--- src/hw/rtl/lpd_pkg.sv ---
// ----------------------------------------------------------------------------
// lpd_pkg
// Types and constants shared by the length-prefixed deframer modules.
// ----------------------------------------------------------------------------
package lpd_pkg;

    localparam int unsigned MAX_LENGTH_BITS = 25;
    localparam int unsigned PAYLOAD_LENGTH_BITS = 24;

    localparam logic [MAX_LENGTH_BITS-1:0] MAX_LENGTH_RESET = 25'd65536;

    // header byte positions
    localparam logic [3:0] HDR_LEN_LAST_IDX = 4'd3;
    localparam logic [3:0] HDR_WORD_BYTES   = 4'd4;
    localparam logic [3:0] HDR_ID_END       = 4'd8;
    localparam logic [3:0] HDR_LAST_IDX     = 4'd11;

    // bytes of the length field taken by the two ids
    localparam logic [31:0] ID_BYTES = 32'd8;

    localparam logic [1:0] KIND_HEADER  = 2'd0;
    localparam logic [1:0] KIND_PAYLOAD = 2'd1;
    localparam logic [1:0] KIND_ERROR   = 2'd2;

    typedef enum logic [1:0] {
        PH_HEADER  = 2'd0,
        PH_PAYLOAD = 2'd1,
        PH_ERROR   = 2'd2
    } phase_t;

    typedef struct packed {
        logic                           valid;
        logic [1:0]                     kind;
        logic [31:0]                    msg_id;
        logic [31:0]                    seq_id;
        logic [PAYLOAD_LENGTH_BITS-1:0] payload_length;
        logic [7:0]                     payload_byte;
        logic                           last;
    } lpd_result_t;

endpackage

--- src/hw/rtl/length_prefixed_deframer_top.sv ---
// ----------------------------------------------------------------------------
// length_prefixed_deframer_top
// Splits a byte stream into frames with a 12-byte big-endian header (length,
// message id, sequence id). Takes one byte per cycle while not stalled and
// gives at most one result per byte: a header result after the twelfth
// header byte, one result per payload byte, or a single length error after
// which all bytes are dropped until reset. A byte passes an input register
// and the result register before its result appears; the sustained rate is
// one byte per cycle while the output is not stalled, as the header shifters
// and payload counter update on every accepted byte. The input register
// keeps a held byte while a result waits on a stalled output.
// ----------------------------------------------------------------------------
module length_prefixed_deframer_top
    import lpd_pkg::*;
#(
    parameter int unsigned LENGTH_COUNT_BITS = 24
)
(
    input  logic                           clk,
    input  logic                           rst_n,
    input  logic                           cfg_write_en,
    input  logic [MAX_LENGTH_BITS-1:0]     cfg_write_data,
    input  logic                           in_valid,
    output logic                           in_stall,
    input  logic [7:0]                     data_byte,
    output logic                           out_valid,
    input  logic                           out_stall,
    output logic [1:0]                     kind,
    output logic [31:0]                    msg_id,
    output logic [31:0]                    seq_id,
    output logic [PAYLOAD_LENGTH_BITS-1:0] payload_length,
    output logic [7:0]                     payload_byte,
    output logic                           last
);

    logic [MAX_LENGTH_BITS-1:0] max_length_reg;
    logic                       in_valid_reg;
    logic [7:0]                 in_byte_reg;
    lpd_result_t                out_reg;
    lpd_result_t                result;
    logic                       advance;
    logic                       step;

    assign advance  = !out_reg.valid || !out_stall;
    assign step     = in_valid_reg && advance;
    assign in_stall = in_valid_reg && !advance;

    lpd_core #(
        .LENGTH_COUNT_BITS (LENGTH_COUNT_BITS)
    ) u_core (
        .clk        (clk),
        .rst_n      (rst_n),
        .step       (step),
        .data_byte  (in_byte_reg),
        .max_length (max_length_reg),
        .result     (result)
    );

    always_ff @(posedge clk or negedge rst_n)
    begin
        if (!rst_n)
        begin
            max_length_reg <= MAX_LENGTH_RESET;
        end
        else if (cfg_write_en)
        begin
            max_length_reg <= cfg_write_data;
        end
    end

    always_ff @(posedge clk or negedge rst_n)
    begin
        if (!rst_n)
        begin
            in_valid_reg <= 1'b0;
        end
        else if (!in_stall)
        begin
            in_valid_reg <= in_valid;
        end
    end

    always_ff @(posedge clk)
    begin
        if (!in_stall && in_valid)
        begin
            in_byte_reg <= data_byte;
        end
    end

    always_ff @(posedge clk or negedge rst_n)
    begin
        if (!rst_n)
        begin
            out_reg <= '0;
        end
        else if (advance)
        begin
            out_reg <= result;
        end
    end

    assign out_valid      = out_reg.valid;
    assign kind           = out_reg.kind;
    assign msg_id         = out_reg.msg_id;
    assign seq_id         = out_reg.seq_id;
    assign payload_length = out_reg.payload_length;
    assign payload_byte   = out_reg.payload_byte;
    assign last           = out_reg.last;

    a_error_has_last: assert property (@(posedge clk) disable iff (!rst_n)
        out_valid && kind == KIND_ERROR |-> last && msg_id == '0 && payload_length == '0)
        else $error("error result with wrong fields");

    a_stall_holds_pipe: assert property (@(posedge clk) disable iff (!rst_n)
        in_stall |=> in_valid_reg && $stable(in_byte_reg))
        else $error("input register changed while stalled");

    a_no_step_when_blocked: assert property (@(posedge clk) disable iff (!rst_n)
        out_valid && out_stall |=> out_valid && $stable(out_reg))
        else $error("result register changed while stalled");

endmodule

--- src/hw/rtl/lpd_core.sv ---
// ----------------------------------------------------------------------------
// lpd_core
// Frame parser state: header shifters, length check, payload countdown.
// Produces the result of the byte presented while step is high.
// ----------------------------------------------------------------------------
module lpd_core
    import lpd_pkg::*;
#(
    parameter int unsigned LENGTH_COUNT_BITS = 24
)
(
    input  logic                       clk,
    input  logic                       rst_n,
    input  logic                       step,
    input  logic [7:0]                 data_byte,
    input  logic [MAX_LENGTH_BITS-1:0] max_length,
    output lpd_result_t                result
);

    localparam logic [32:0] CountLimit = (33'd1 << LENGTH_COUNT_BITS) - 33'd1;
    localparam logic [LENGTH_COUNT_BITS-1:0] RemainOne = LENGTH_COUNT_BITS'(1);

    phase_t                       phase_reg, phase_next;
    logic [3:0]                   header_byte_count_reg, header_byte_count_next;
    logic [31:0]                  length_shift_reg, length_shift_next;
    logic [31:0]                  msg_id_shift_reg, msg_id_shift_next;
    logic [31:0]                  seq_id_shift_reg, seq_id_shift_next;
    logic [LENGTH_COUNT_BITS-1:0] payload_remaining_reg, payload_remaining_next;

    logic [31:0] len_word;
    logic [31:0] len_diff;
    logic        len_bad;
    logic [31:0] plen;
    logic        plen_zero;
    logic        remain_last;

    assign len_word    = {length_shift_reg[23:0], data_byte};
    assign len_diff    = len_word - ID_BYTES;
    assign len_bad     = (len_word < ID_BYTES)
                      || (len_word > {7'd0, max_length})
                      || ({1'b0, len_diff} > CountLimit);
    assign plen        = length_shift_reg - ID_BYTES;
    assign plen_zero   = (length_shift_reg == ID_BYTES);
    assign remain_last = (payload_remaining_reg <= RemainOne);

    always_comb
    begin
        phase_next             = phase_reg;
        header_byte_count_next = header_byte_count_reg;
        length_shift_next      = length_shift_reg;
        msg_id_shift_next      = msg_id_shift_reg;
        seq_id_shift_next      = seq_id_shift_reg;
        payload_remaining_next = payload_remaining_reg;
        if (step)
        begin
            unique case (phase_reg)
                PH_HEADER:
                begin
                    if (header_byte_count_reg < HDR_WORD_BYTES)
                    begin
                        length_shift_next = len_word;
                    end
                    else if (header_byte_count_reg < HDR_ID_END)
                    begin
                        msg_id_shift_next = {msg_id_shift_reg[23:0], data_byte};
                    end
                    else
                    begin
                        seq_id_shift_next = {seq_id_shift_reg[23:0], data_byte};
                    end

                    if (header_byte_count_reg == HDR_LEN_LAST_IDX && len_bad)
                    begin
                        phase_next             = PH_ERROR;
                        header_byte_count_next = 4'd0;
                    end
                    else if (header_byte_count_reg >= HDR_LAST_IDX)
                    begin
                        header_byte_count_next = 4'd0;
                        if (plen_zero)
                        begin
                            phase_next = PH_HEADER;
                        end
                        else
                        begin
                            phase_next             = PH_PAYLOAD;
                            payload_remaining_next = plen[LENGTH_COUNT_BITS-1:0];
                        end
                    end
                    else
                    begin
                        header_byte_count_next = header_byte_count_reg + 4'd1;
                    end
                end
                PH_PAYLOAD:
                begin
                    if (remain_last)
                    begin
                        payload_remaining_next = '0;
                        phase_next             = PH_HEADER;
                    end
                    else
                    begin
                        payload_remaining_next = payload_remaining_reg - RemainOne;
                    end
                end
                default:
                begin
                    phase_next = phase_reg;
                end
            endcase
        end
    end

    always_comb
    begin
        result = '0;
        if (step)
        begin
            unique case (phase_reg)
                PH_HEADER:
                begin
                    if (header_byte_count_reg == HDR_LEN_LAST_IDX && len_bad)
                    begin
                        result.valid = 1'b1;
                        result.kind  = KIND_ERROR;
                        result.last  = 1'b1;
                    end
                    else if (header_byte_count_reg >= HDR_LAST_IDX)
                    begin
                        result.valid          = 1'b1;
                        result.kind           = KIND_HEADER;
                        result.msg_id         = msg_id_shift_reg;
                        result.seq_id         = {seq_id_shift_reg[23:0], data_byte};
                        result.payload_length = plen[PAYLOAD_LENGTH_BITS-1:0];
                        result.last           = plen_zero;
                    end
                end
                PH_PAYLOAD:
                begin
                    result.valid        = 1'b1;
                    result.kind         = KIND_PAYLOAD;
                    result.payload_byte = data_byte;
                    result.last         = remain_last;
                end
                default:
                begin
                    result.valid = 1'b0;
                end
            endcase
        end
    end

    always_ff @(posedge clk or negedge rst_n)
    begin
        if (!rst_n)
        begin
            phase_reg             <= PH_HEADER;
            header_byte_count_reg <= 4'd0;
            length_shift_reg      <= '0;
            msg_id_shift_reg      <= '0;
            seq_id_shift_reg      <= '0;
            payload_remaining_reg <= '0;
        end
        else
        begin
            phase_reg             <= phase_next;
            header_byte_count_reg <= header_byte_count_next;
            length_shift_reg      <= length_shift_next;
            msg_id_shift_reg      <= msg_id_shift_next;
            seq_id_shift_reg      <= seq_id_shift_next;
            payload_remaining_reg <= payload_remaining_next;
        end
    end

    a_payload_count_nonzero: assert property (@(posedge clk) disable iff (!rst_n)
        phase_reg == PH_PAYLOAD |-> payload_remaining_reg != '0)
        else $error("payload phase with zero bytes remaining");

    a_header_count_range: assert property (@(posedge clk) disable iff (!rst_n)
        phase_reg == PH_HEADER |-> header_byte_count_reg <= HDR_LAST_IDX)
        else $error("header byte count out of range");

    a_error_sticks: assert property (@(posedge clk) disable iff (!rst_n)
        result.valid && result.kind == KIND_ERROR |=> phase_reg == PH_ERROR)
        else $error("length error did not enter sticky error");

    a_error_silent: assert property (@(posedge clk) disable iff (!rst_n)
        phase_reg == PH_ERROR |-> !result.valid && phase_next == PH_ERROR)
        else $error("sticky error produced a result or left error");

endmodule
--- config.mk ---
export PLATFORM = sky130hd
export DESIGN_NAME = length_prefixed_deframer_top
export DESIGN_NICKNAME = d
export VERILOG_FILES = /design/src/hw/rtl/lpd_pkg.sv /design/src/hw/rtl/length_prefixed_deframer_top.sv /design/src/hw/rtl/lpd_core.sv
export SDC_FILE = /design/constraint.sdc
export NUM_CORES = 1
export LEC_CHECK = 0
export ABC_AREA = 1
export BUFFER_PORTS_ARGS = -buffer_cell sky130_fd_sc_hd__clkbuf_2
export CAP_MARGIN = 20
export CORE_MARGIN = 10
export CORE_UTILIZATION = 25
export DETAILED_ROUTE_END_ITERATION = 7
export GPL_TIMING_DRIVEN = 0
export SETUP_SLACK_MARGIN = 0.05
export SYNTH_ARGS = -nofsm -noshare
export SYNTH_HDL_FRONTEND = slang
export SYNTH_SLANG_ARGS = --single-unit
--- constraint.sdc ---
create_clock -name clk -period 3.2 [get_ports clk]
set_input_delay 0.16 -clock clk [delete_from_list [all_inputs] [get_ports clk]]
set_output_delay 0.16 -clock clk [all_outputs]
set_load 0.05 [all_outputs]
==> results of run 1 <==
[final timing paths]
check | from | to | depth (start not counted)
setup / recovery | u_core.length_shift_reg[3] | u_core.payload_remaining_reg[13] | 17
hold / removal | cfg_write_en | max_length_reg[15] | 2
setup reg to reg | u_core.length_shift_reg[3] | u_core.payload_remaining_reg[13] | 17
hold reg to reg | u_core.payload_remaining_reg[18] | u_core.payload_remaining_reg[18] | 2
max in group asynchronous | rst_n | u_core.payload_remaining_reg[9] | 3
min in group asynchronous | rst_n | seq_id[19] | 2
[power by group through the flow]
stage                     clock [uW]  combinational, uW  sequential [uW]
final                           3320                282             3260
after global routing            3530                328             3260
after CTS                       3390                290             3260
after detailed placement           0                252             3310
after global placement             0                235             3320
after floorplan                    0                105             3310
[layer usage]
| layer | vias to the layer above | share of wire (%) | GRT usage (%) |
|---|---|---|---|
| met2 | 219 | 48 | 21.6 |
| met1 | 4759 | 45 | 16.3 |
| li1 | 4795 | - | - |
| met5 | - | 0 | 0 |
| met4 | 0 | 2.1 | 2.86 |
| met3 | 45 | 5.6 | 2.80 |
[cells in the final DEF, fill, tap and decap left out, types with 5 or more instances in the layout]
master	Yosys	routed
nand4_1	38	38
xnor2_1	5	5
o22ai_1	23	23
edfxtp_1	8	8
clkbuf_16	0	29
nand2_1	369	369
o21ai_0	212	212
clkinv_1	3	8
clkbuf_2	0	136
inv_1	140	140
nor3_1	8	8
nand3_1	20	19
nor4_1	5	5
or2_2	5	5
a21oi_1	20	20
nor2_1	91	91
clkinv_2	0	6
dlygate4sd3_1	0	40
buf_2	6	6
xor2_1	37	37
clkbuf_1	50	56
nor2_2	9	9
ha_1	31	31
dfrtp_1	243	243
[cells by family after synthesis]
logic type	synth area share, %
fa+ha+maj	3.32
buf+inv	6.78
flops	54.4
compound gates	11.5
simple gates	20.6
mux	0.289
xor+xnor	3.15
[final cells by class]
type / instances / area (sq um)
Inverter: 146 / 548
Tap cell: 607 / 759
Fill cell: 4807 / 31800
Antenna cell: 1 / 2.50
Multi-Input combinational cell: 898 / 4540
Timing Repair Buffer: 179 / 1150
Clock buffer: 37 / 776
Clock inverter: 17 / 174
Buffer: 59 / 244
Sequential cell: 252 / 6350
[critical path: cells and delay by family, from the launching register on]
| family | cells | cell delay, ns |
|---|---|---|
| AND/OR/NAND/NOR | 13 | 1.33 |
| adder cells (fa/ha/maj) | 1 | 0.38 |
| buffers and inverters | 3 | 0.61 |
| flip-flops | 1 | 0.39 |
[repair_timing]
item | CTS | global route
resized for setup | 0 | 1
setup endpoints to repair | 0 | 11
hold buffers | 40 | 0
hold endpoints to repair | 97 | 0
[metrics by stage]
stage	cell area, sq um	util [%]	setup TNS, ns	std cells
2_1_floorplan	11700	-	0	1355
5_1_grt	14500	31.4	0	2196
6_report	14500	31.4	0	2196
3_5_place_dp	13200	28.4	0	2101
4_1_cts	14500	31.4	0	2195
3_3_place_gp	13100	28.3	-726.43	2099
==> results.toml, run 1 <==
[clock_tree]
cts.htree.levels = 1
clock_insertion_delay_worst_skew_ns = 0.56
cts.reportedPaths.clkPinSlew_ns = 0.06
clkSinkCount = 252
cts_max_path_buffers = 3
numCtsBuffers = 29
cts_setup_buffers = 0
cts_tree = "built"
root_buffer = "clkbuf_16"

[worst_setup_path]
path_class = "flip-flop to flip-flop"
critPathRequiredTime_ns = 3.65
end_kind = "flip-flop"
cp-start-kind = "flip-flop"
max_stage_delay_ns = 0.39
crit_fanout = 10
r2r_slack_ns = 0.37
worstPathCellList = "buf_2, inv_1, ha_1, nand2_4, nor2_8, nand2_4, nor2_4, nand3_1, nand2_1, nand2_1, nor2_2, nand3_2, nand3_4, nand3_4, buf_6, nand2_1, nand2_1"
cpMostUsedCell = "nand2_1"
arrival_ns = 3.28
slowest_stage = "dfrtp_1"

[global_route]
gr-usage-all-layers_pct = 12.8
grt_overflow = 0
grt_max_degree = 101
grt_pass1_wl_mm = 57.6
grt_antenna_before_repair = 1
grt_pass1_vias = 9954

[power_and_ir_drop]
swShare_pct = 22.7
powerDensity_nw_per_um2 = 471
intPower_uw = 5300
power_uw = 6850
p_switching_uw = 1560
p_leak_uw = 0.00715
p_clk_share_pct = 48.4
combPwrFrac_pct = 4.1
seqPwrFrac_pct = 47.5
vdd_drop_max_v = 0.000395

[route]
drc = 0
ant_nets = 0
vias_per_cell = 4.47
wire_per_inst_um = 16.4
wl_mm = 36.1
first_pass_iters = 5
vias = 9818
detailedRoute.firstIterationViolations = 707

[sta]
fin_ws_ns = 0.370
period_minus_slack_ns = 2.83
rsz0062_at_grt = "false"
whs_ns = 0.0199
maxSlewHeadroom_pct = 53.3
finalCritPeriodShare_pct = 88.4
clock_skew_ns = 0.0119
fmax_mhz = 353
setup_viol = 0
worst_slew_pin_slew_ns = 0.694
drv_slew = 0
timing.final.hold_violations = 0

[synth]
avgSynthCellArea_sq_um = 8.62
synth_seq_cells = 252
yosys-top-cells-count = "nand2_1 (369), dfrtp_1 (243), o21ai_0 (212)"
synth_top_area_cell = "dfrtp_1"
synth_ff_type = "dfrtp_1"
syn_nets = 1424
postSynthCellCount = 1355
syn-cell-area_sq_um = 11700
yosysSeqAreaShare_pct = 54.4
synthArstFlopShare_pct = 96.8
ys_top_cells_by_area = "dfrtp_1 (52%), nand2_1 (12%), o21ai_0 (9.1%), inv_1 (4.5%), ha_1 (3.3%)"
netlist.area_leader.share_pct = 52.1
yosys_warnings = 0
ys_types = 38
synth_most_common_cell = "nand2_1"
synth_edf_count = 8

[placement]
io_buffers = 137
place_hpwl_mm = 27.3
gp_congestion = 0.926
dp_slack_ns = 0.232

[floorplan]
die_h_um = 236
chipWidth_um = 236
die-area_sq_um = 55700
num_io_pins = 139
coreArea_sq_um = 46400
start_util_pct = 25.2
row_count = 79

[run]
maxCapViolCount = 0

[min_path]
hold_class = "input port to flip-flop"

[layout]
drive_above_1_share_pct = 14.0
synthToLayoutAreaGrowth_pct = 24.5
layout.nets = 1634

[outcome]
status = "finished, final reports clean"
(Power assumes the default switching activity.)
==> run 2, diff against run 1 <==
==> constraint.sdc (replaced) <==
create_clock -name clk -period 3.2 [get_ports clk]
set_input_delay 0.48 -clock clk [delete_from_list [all_inputs] [get_ports clk]]
set_output_delay 0.48 -clock clk [all_outputs]
set_load 0.05 [all_outputs]
==> run 2 against run 1 <==
  * Critical path depth stayed put
  * Worst hold slack better by 0.077 ns
  * First-iteration DRC count is 11% lower
==> results.toml, run 2 (same netlist as run 1, synthesis figures left out) <==
[outcome]
status = "finished, final reports clean"

[floorplan]
num_io_pins = 139
die-area_sq_um = 55700
chipWidth_um = 236
row_count = 79
coreArea_sq_um = 46400
start_util_pct = 25.2
die_h_um = 236

[sta]
period_minus_slack_ns = 2.82
drv_slew = 0
worst_slew_pin_slew_ns = 0.706
finalCritPeriodShare_pct = 88.0
rsz0062_at_grt = "false"
timing.final.hold_violations = 0
clock_skew_ns = 0.0110
maxSlewHeadroom_pct = 52.5
fmax_mhz = 355
setup_viol = 0
whs_ns = 0.0967

[worst_setup_path]
crit_fanout = 10
reg2reg_depth = 17
r2r_slack_ns = 0.38
r2r_start = "u_core.length_shift_reg[3]"
worst-path-stages = 17
cpMostUsedCell = "nand2_1"
max_stage_delay_ns = 0.39
end_kind = "flip-flop"
arrival_ns = 3.26
worstPathCellList = "buf_2, inv_1, ha_1, nand2_4, nor2_8, nand2_4, nor2_4, nand3_1, nand2_1, nand2_1, nor2_2, nand3_2, nand3_4, nand3_4, buf_6, nand2_1, nand2_1"
path_delay_family = "simple AND/OR/NAND/NOR gates"
crit_path_end = "u_core.payload_remaining_reg[11]"
path_class = "flip-flop to flip-flop"
startpoint = "u_core.length_shift_reg[3]"
cp-start-kind = "flip-flop"
rr_endpoint = "u_core.payload_remaining_reg[11]"
path_buf_inv = 3
slowest_stage = "dfrtp_1"
critPathRequiredTime_ns = 3.64

[clock_tree]
cts.htree.levels = 1
cts_tree = "built"
cts_max_path_buffers = 3
clock_insertion_delay_worst_skew_ns = 0.56
cts_setup_buffers = 0
clkSinkCount = 252
root_buffer = "clkbuf_16"
numCtsBuffers = 29
cts.reportedPaths.clkPinSlew_ns = 0.06

[power_and_ir_drop]
combPwrFrac_pct = 3.6
seqPwrFrac_pct = 47.8
powerDensity_nw_per_um2 = 482
p_switching_uw = 1550
power_uw = 6820
p_clk_share_pct = 48.7
intPower_uw = 5270
p_leak_uw = 0.00699
swShare_pct = 22.7
vdd_drop_max_v = 0.000396

[route]
ant_nets = 0
wire_per_inst_um = 16.6
detailedRoute.firstIterationViolations = 629
vias_per_cell = 4.48
first_pass_iters = 5
drc = 0
wl_mm = 35.8
vias = 9656

[layout]
layout.nets = 1595
instances_no_fill = 2156
layout_commonest_cell = "nand2_1"
drive_above_1_share_pct = 14.4
synthToLayoutAreaGrowth_pct = 21.2
fillers = 4850
final_area_sq_um = 14100
diodes = 0
layout_common_cells = "nand2_1 (369), dfrtp_1 (243), o21ai_0 (212), inv_1 (140), clkbuf_2 (136)"
fin_util_pct = 30.5

[min_path]
hold_class = "input port to flip-flop"

[placement]
dp_cells = 2101
gp_congestion = 0.926
place_hpwl_mm = 27.3
io_buffers = 137
dpl_cell_area_sq_um = 13200

[global_route]
grt_max_degree = 101
grt_overflow = 0
grt_antenna_before_repair = 0
grt_pass1_wl_mm = 56.9
grt_pass1_vias = 9809
gr-usage-all-layers_pct = 12.7

[run]
maxCapViolCount = 0
run 2: changes by cell type in the layout (fill, tap and decap cells not counted), sizes merged:
cell | previous run | this run
diode | 1 | 0
dlygate4sd3 | 40 | 1
run 2: timing repair:
action	CTS	global route
setup endpoints to repair	0	11
hold buffers	1	0
resized for setup	0	1
endpoints found under the hold margin	63	0
run 2: worst min-delay path by stage:
| stage | start | endpoint | depth (start not counted) |
|---|---|---|---|
| after floorplan | rst_n | in_valid_reg | 0 |
| after global placement | u_core.payload_remaining_reg[18] | u_core.payload_remaining_reg[18] | 2 |
| after detailed placement | u_core.payload_remaining_reg[18] | u_core.payload_remaining_reg[18] | 2 |
| after CTS | data_byte[4] | in_byte_reg[4] | 1 |
| after global routing | data_byte[2] | in_byte_reg[2] | 1 |
| final | data_byte[4] | in_byte_reg[4] | 1 |
run 2: area by class of cell:
type	instances	area [sq um]	share of cell area, %
flip-flops and latches	252	6350	44.9
well taps	607	759	5.37
clock buffers	37	776	5.48
plain buffers	59	244	1.72
inverters	146	548	3.87
repair buffers	140	759	5.37
clock inverters	17	174	1.23
multi-input cells	898	4540	32.1
run 2: through the flow:
| step | setup slack (ns) | TNS [ns] |
|---|---|---|
| 3_3_place_gp | -3.33 | -804.51 |
| 3_5_place_dp | 0.0966 | 0 |
| 2_1_floorplan | 0.971 | 0 |
| 4_1_cts | 0.219 | 0 |
| 5_1_grt | 0.0643 | 0 |
| 6_report | 0.383 | 0 |
run 2: routing by layer:
metal / routed length, um / GRT usage [%] / part of all wire, % / up-vias
li1: - / - / - / 4712
met1: 16000 / 16.2 / 45 / 4695
met2: 17000 / 21.4 / 48 / 206
met3: 2040 / 2.82 / 5.7 / 43
met4: 701 / 2.76 / 2.0 / 0
met5: 0 / 0 / 0 / -
run 2: power by group through the flow:
stage          clock (uW)  sequential, uW  combinational [uW]
3_3_place_gp            0            3320                 235
6_report             3320            3260                 243
3_5_place_dp            0            3310                 252
5_1_grt              3530            3260                 288
2_1_floorplan           0            3310                 105
4_1_cts              3390            3260                 253
==> run 3, diff against run 2 <==
- PLACE_DENSITY_LB_ADDON: unset -> 0.3
==> run 3 against run 2 <==
  * Global-route usage rose by 0.092 points
  * Fmax fell by 0.33%
  * Final cell count barely moved
  * Largest power group unchanged
  * Largest cell class unchanged
  * Critical path type unchanged
  * Register-to-register slack barely moved
  * Die area did not move
  * Critical endpoint unchanged
  * Critical path depth fell by 1
==> results.toml, run 3 (same netlist as run 1, synthesis figures left out) <==
[sta]
period_minus_slack_ns = 2.83
maxSlewHeadroom_pct = 56.1
drv_slew = 0
tns_ns = 0
timing.final.hold_violations = 0
setup_viol = 0
whs_ns = 0.0874
rsz0062_at_grt = "false"
fmax_mhz = 354
worst_slew_pin_slew_ns = 0.652
clock_skew_ns = 0.0115
finalCritPeriodShare_pct = 88.3

[global_route]
grt_antenna_before_repair = 1
grt_pass1_vias = 9733
grt_pass1_wl_mm = 57.1
gr-usage-all-layers_pct = 12.8
grt_max_degree = 95
grt_overflow = 0

[floorplan]
num_io_pins = 139
die_h_um = 236
die-area_sq_um = 55700
start_util_pct = 25.2
row_count = 79
coreArea_sq_um = 46400
chipWidth_um = 236

[run]
maxCapViolCount = 0

[layout]
layout_commonest_cell = "nand2_1"
final_area_sq_um = 14200
layout.nets = 1595
layout_common_cells = "nand2_1 (369), dfrtp_1 (243), o21ai_0 (212), inv_1 (140), clkbuf_2 (136)"
synthToLayoutAreaGrowth_pct = 21.6
drive_above_1_share_pct = 14.5
diodes = 0

[clock_tree]
cts.reportedPaths.clkPinSlew_ns = 0.06
cts_tree = "built"
cts_setup_buffers = 0
cts_hold_buf = 1
ctsResizeCount = 0
cts.htree.levels = 1
numCtsBuffers = 29
root_buffer = "clkbuf_16"
clkSinkCount = 252
clock_insertion_delay_worst_skew_ns = 0.57
cts_max_path_buffers = 3

[power_and_ir_drop]
swShare_pct = 22.3
intPower_uw = 5400
p_clk_share_pct = 49.6
p_leak_uw = 0.00702
powerDensity_nw_per_um2 = 490
combPwrFrac_pct = 3.5
p_switching_uw = 1550
seqPwrFrac_pct = 46.9
vdd_drop_max_v = 0.000393

[route]
drc = 0
vias = 9583
vias_per_cell = 4.45
detailedRoute.firstIterationViolations = 627
first_pass_iters = 5
wire_per_inst_um = 16.7
ant_nets = 0
wl_mm = 36.0

[placement]
place_hpwl_mm = 27.2
gp_congestion = 0.882
dpl_cell_area_sq_um = 13200
io_buffers = 137

[worst_setup_path]
max_stage_delay_ns = 0.38
cp-start-kind = "flip-flop"
crit_fanout = 10
path_class = "flip-flop to flip-flop"
end_kind = "flip-flop"
cpMostUsedCell = "nand2_1"
critPathRequiredTime_ns = 3.71
worstPathCellList = "buf_2, inv_1, ha_1, nand2_4, nor2_8, nand2_4, nor2_4, nand3_1, nand2_1, nand2_1, nor2_2, nand3_2, nand3_4, buf_2, nand4_1, nand2_1"
arrival_ns = 3.33
r2r_slack_ns = 0.37
slowest_stage = "dfrtp_1"

[min_path]
hold_class = "input port to flip-flop"

[outcome]
status = "finished, final reports clean"
run 3: cell count changes in the layout (fill, tap and decap cells not counted), sizes merged:
cell	delta
clkbuf	+9
clkinv	-7
clkinvlp	-2
bufinv	-1
run 3: power by group through the flow:
| stage | clock, uW | combinational (uW) | sequential [uW] |
|---|---|---|---|
| final | 3450 | 245 | 3260 |
| after global routing | 3660 | 289 | 3260 |
| after CTS | 3540 | 255 | 3260 |
| after detailed placement | 0 | 252 | 3310 |
| after global placement | 0 | 238 | 3320 |
| after floorplan | 0 | 105 | 3310 |
run 3: path summary, 6_finish.rpt:
path,cells after the start,startpoint,to
setup / recovery,16,u_core.length_shift_reg[3],u_core.payload_remaining_reg[11]
hold / removal,1,data_byte[3],in_byte_reg[3]
setup reg to reg,16,u_core.length_shift_reg[3],u_core.payload_remaining_reg[11]
hold reg to reg,2,u_core.payload_remaining_reg[18],u_core.payload_remaining_reg[18]
max in group asynchronous,4,rst_n,u_core.payload_remaining_reg[7]
min in group asynchronous,2,rst_n,u_core.seq_id_shift_reg[21]
run 3: final cells by class:
class / instances / area, sq um
flip-flops and latches: 252 / 6350
inverters: 146 / 548
repair buffers: 140 / 759
clock buffers: 46 / 901
well taps: 607 / 759
multi-input cells: 898 / 4540
clock inverters: 7 / 100
fillers: 4935 / 32200
plain buffers: 59 / 244
run 3: routing by layer:
layer / vias to the layer above / share of wire, % / global-route usage, %
met2: 226 / 45 / 20.5
met4: 0 / 2.4 / 3.22
met1: 4575 / 47 / 16.9
met5: - / 0 / 0
li1: 4726 / - / -
met3: 56 / 5.9 / 3.08
run 3: worst max-delay path, delay by kind of cell, from the launching register on:
family,cells,cell delay [ns]
and+or+nand+nor,12,1.36
buffers and inverters,3,0.67
DFF,1,0.38
adders and majority gates,1,0.34
run 3: stage by stage:
step	worst slack, ns	total power [uW]	utilization (%)	cells
floorplan	0.971	3410	-	1355
global placement	-3.53	3550	28.3	2099
detailed placement	0.173	3570	28.4	2101
CTS	0.336	7050	30.6	2155
global route	0.0624	7210	30.6	2155
finish	0.374	6950	30.6	2155
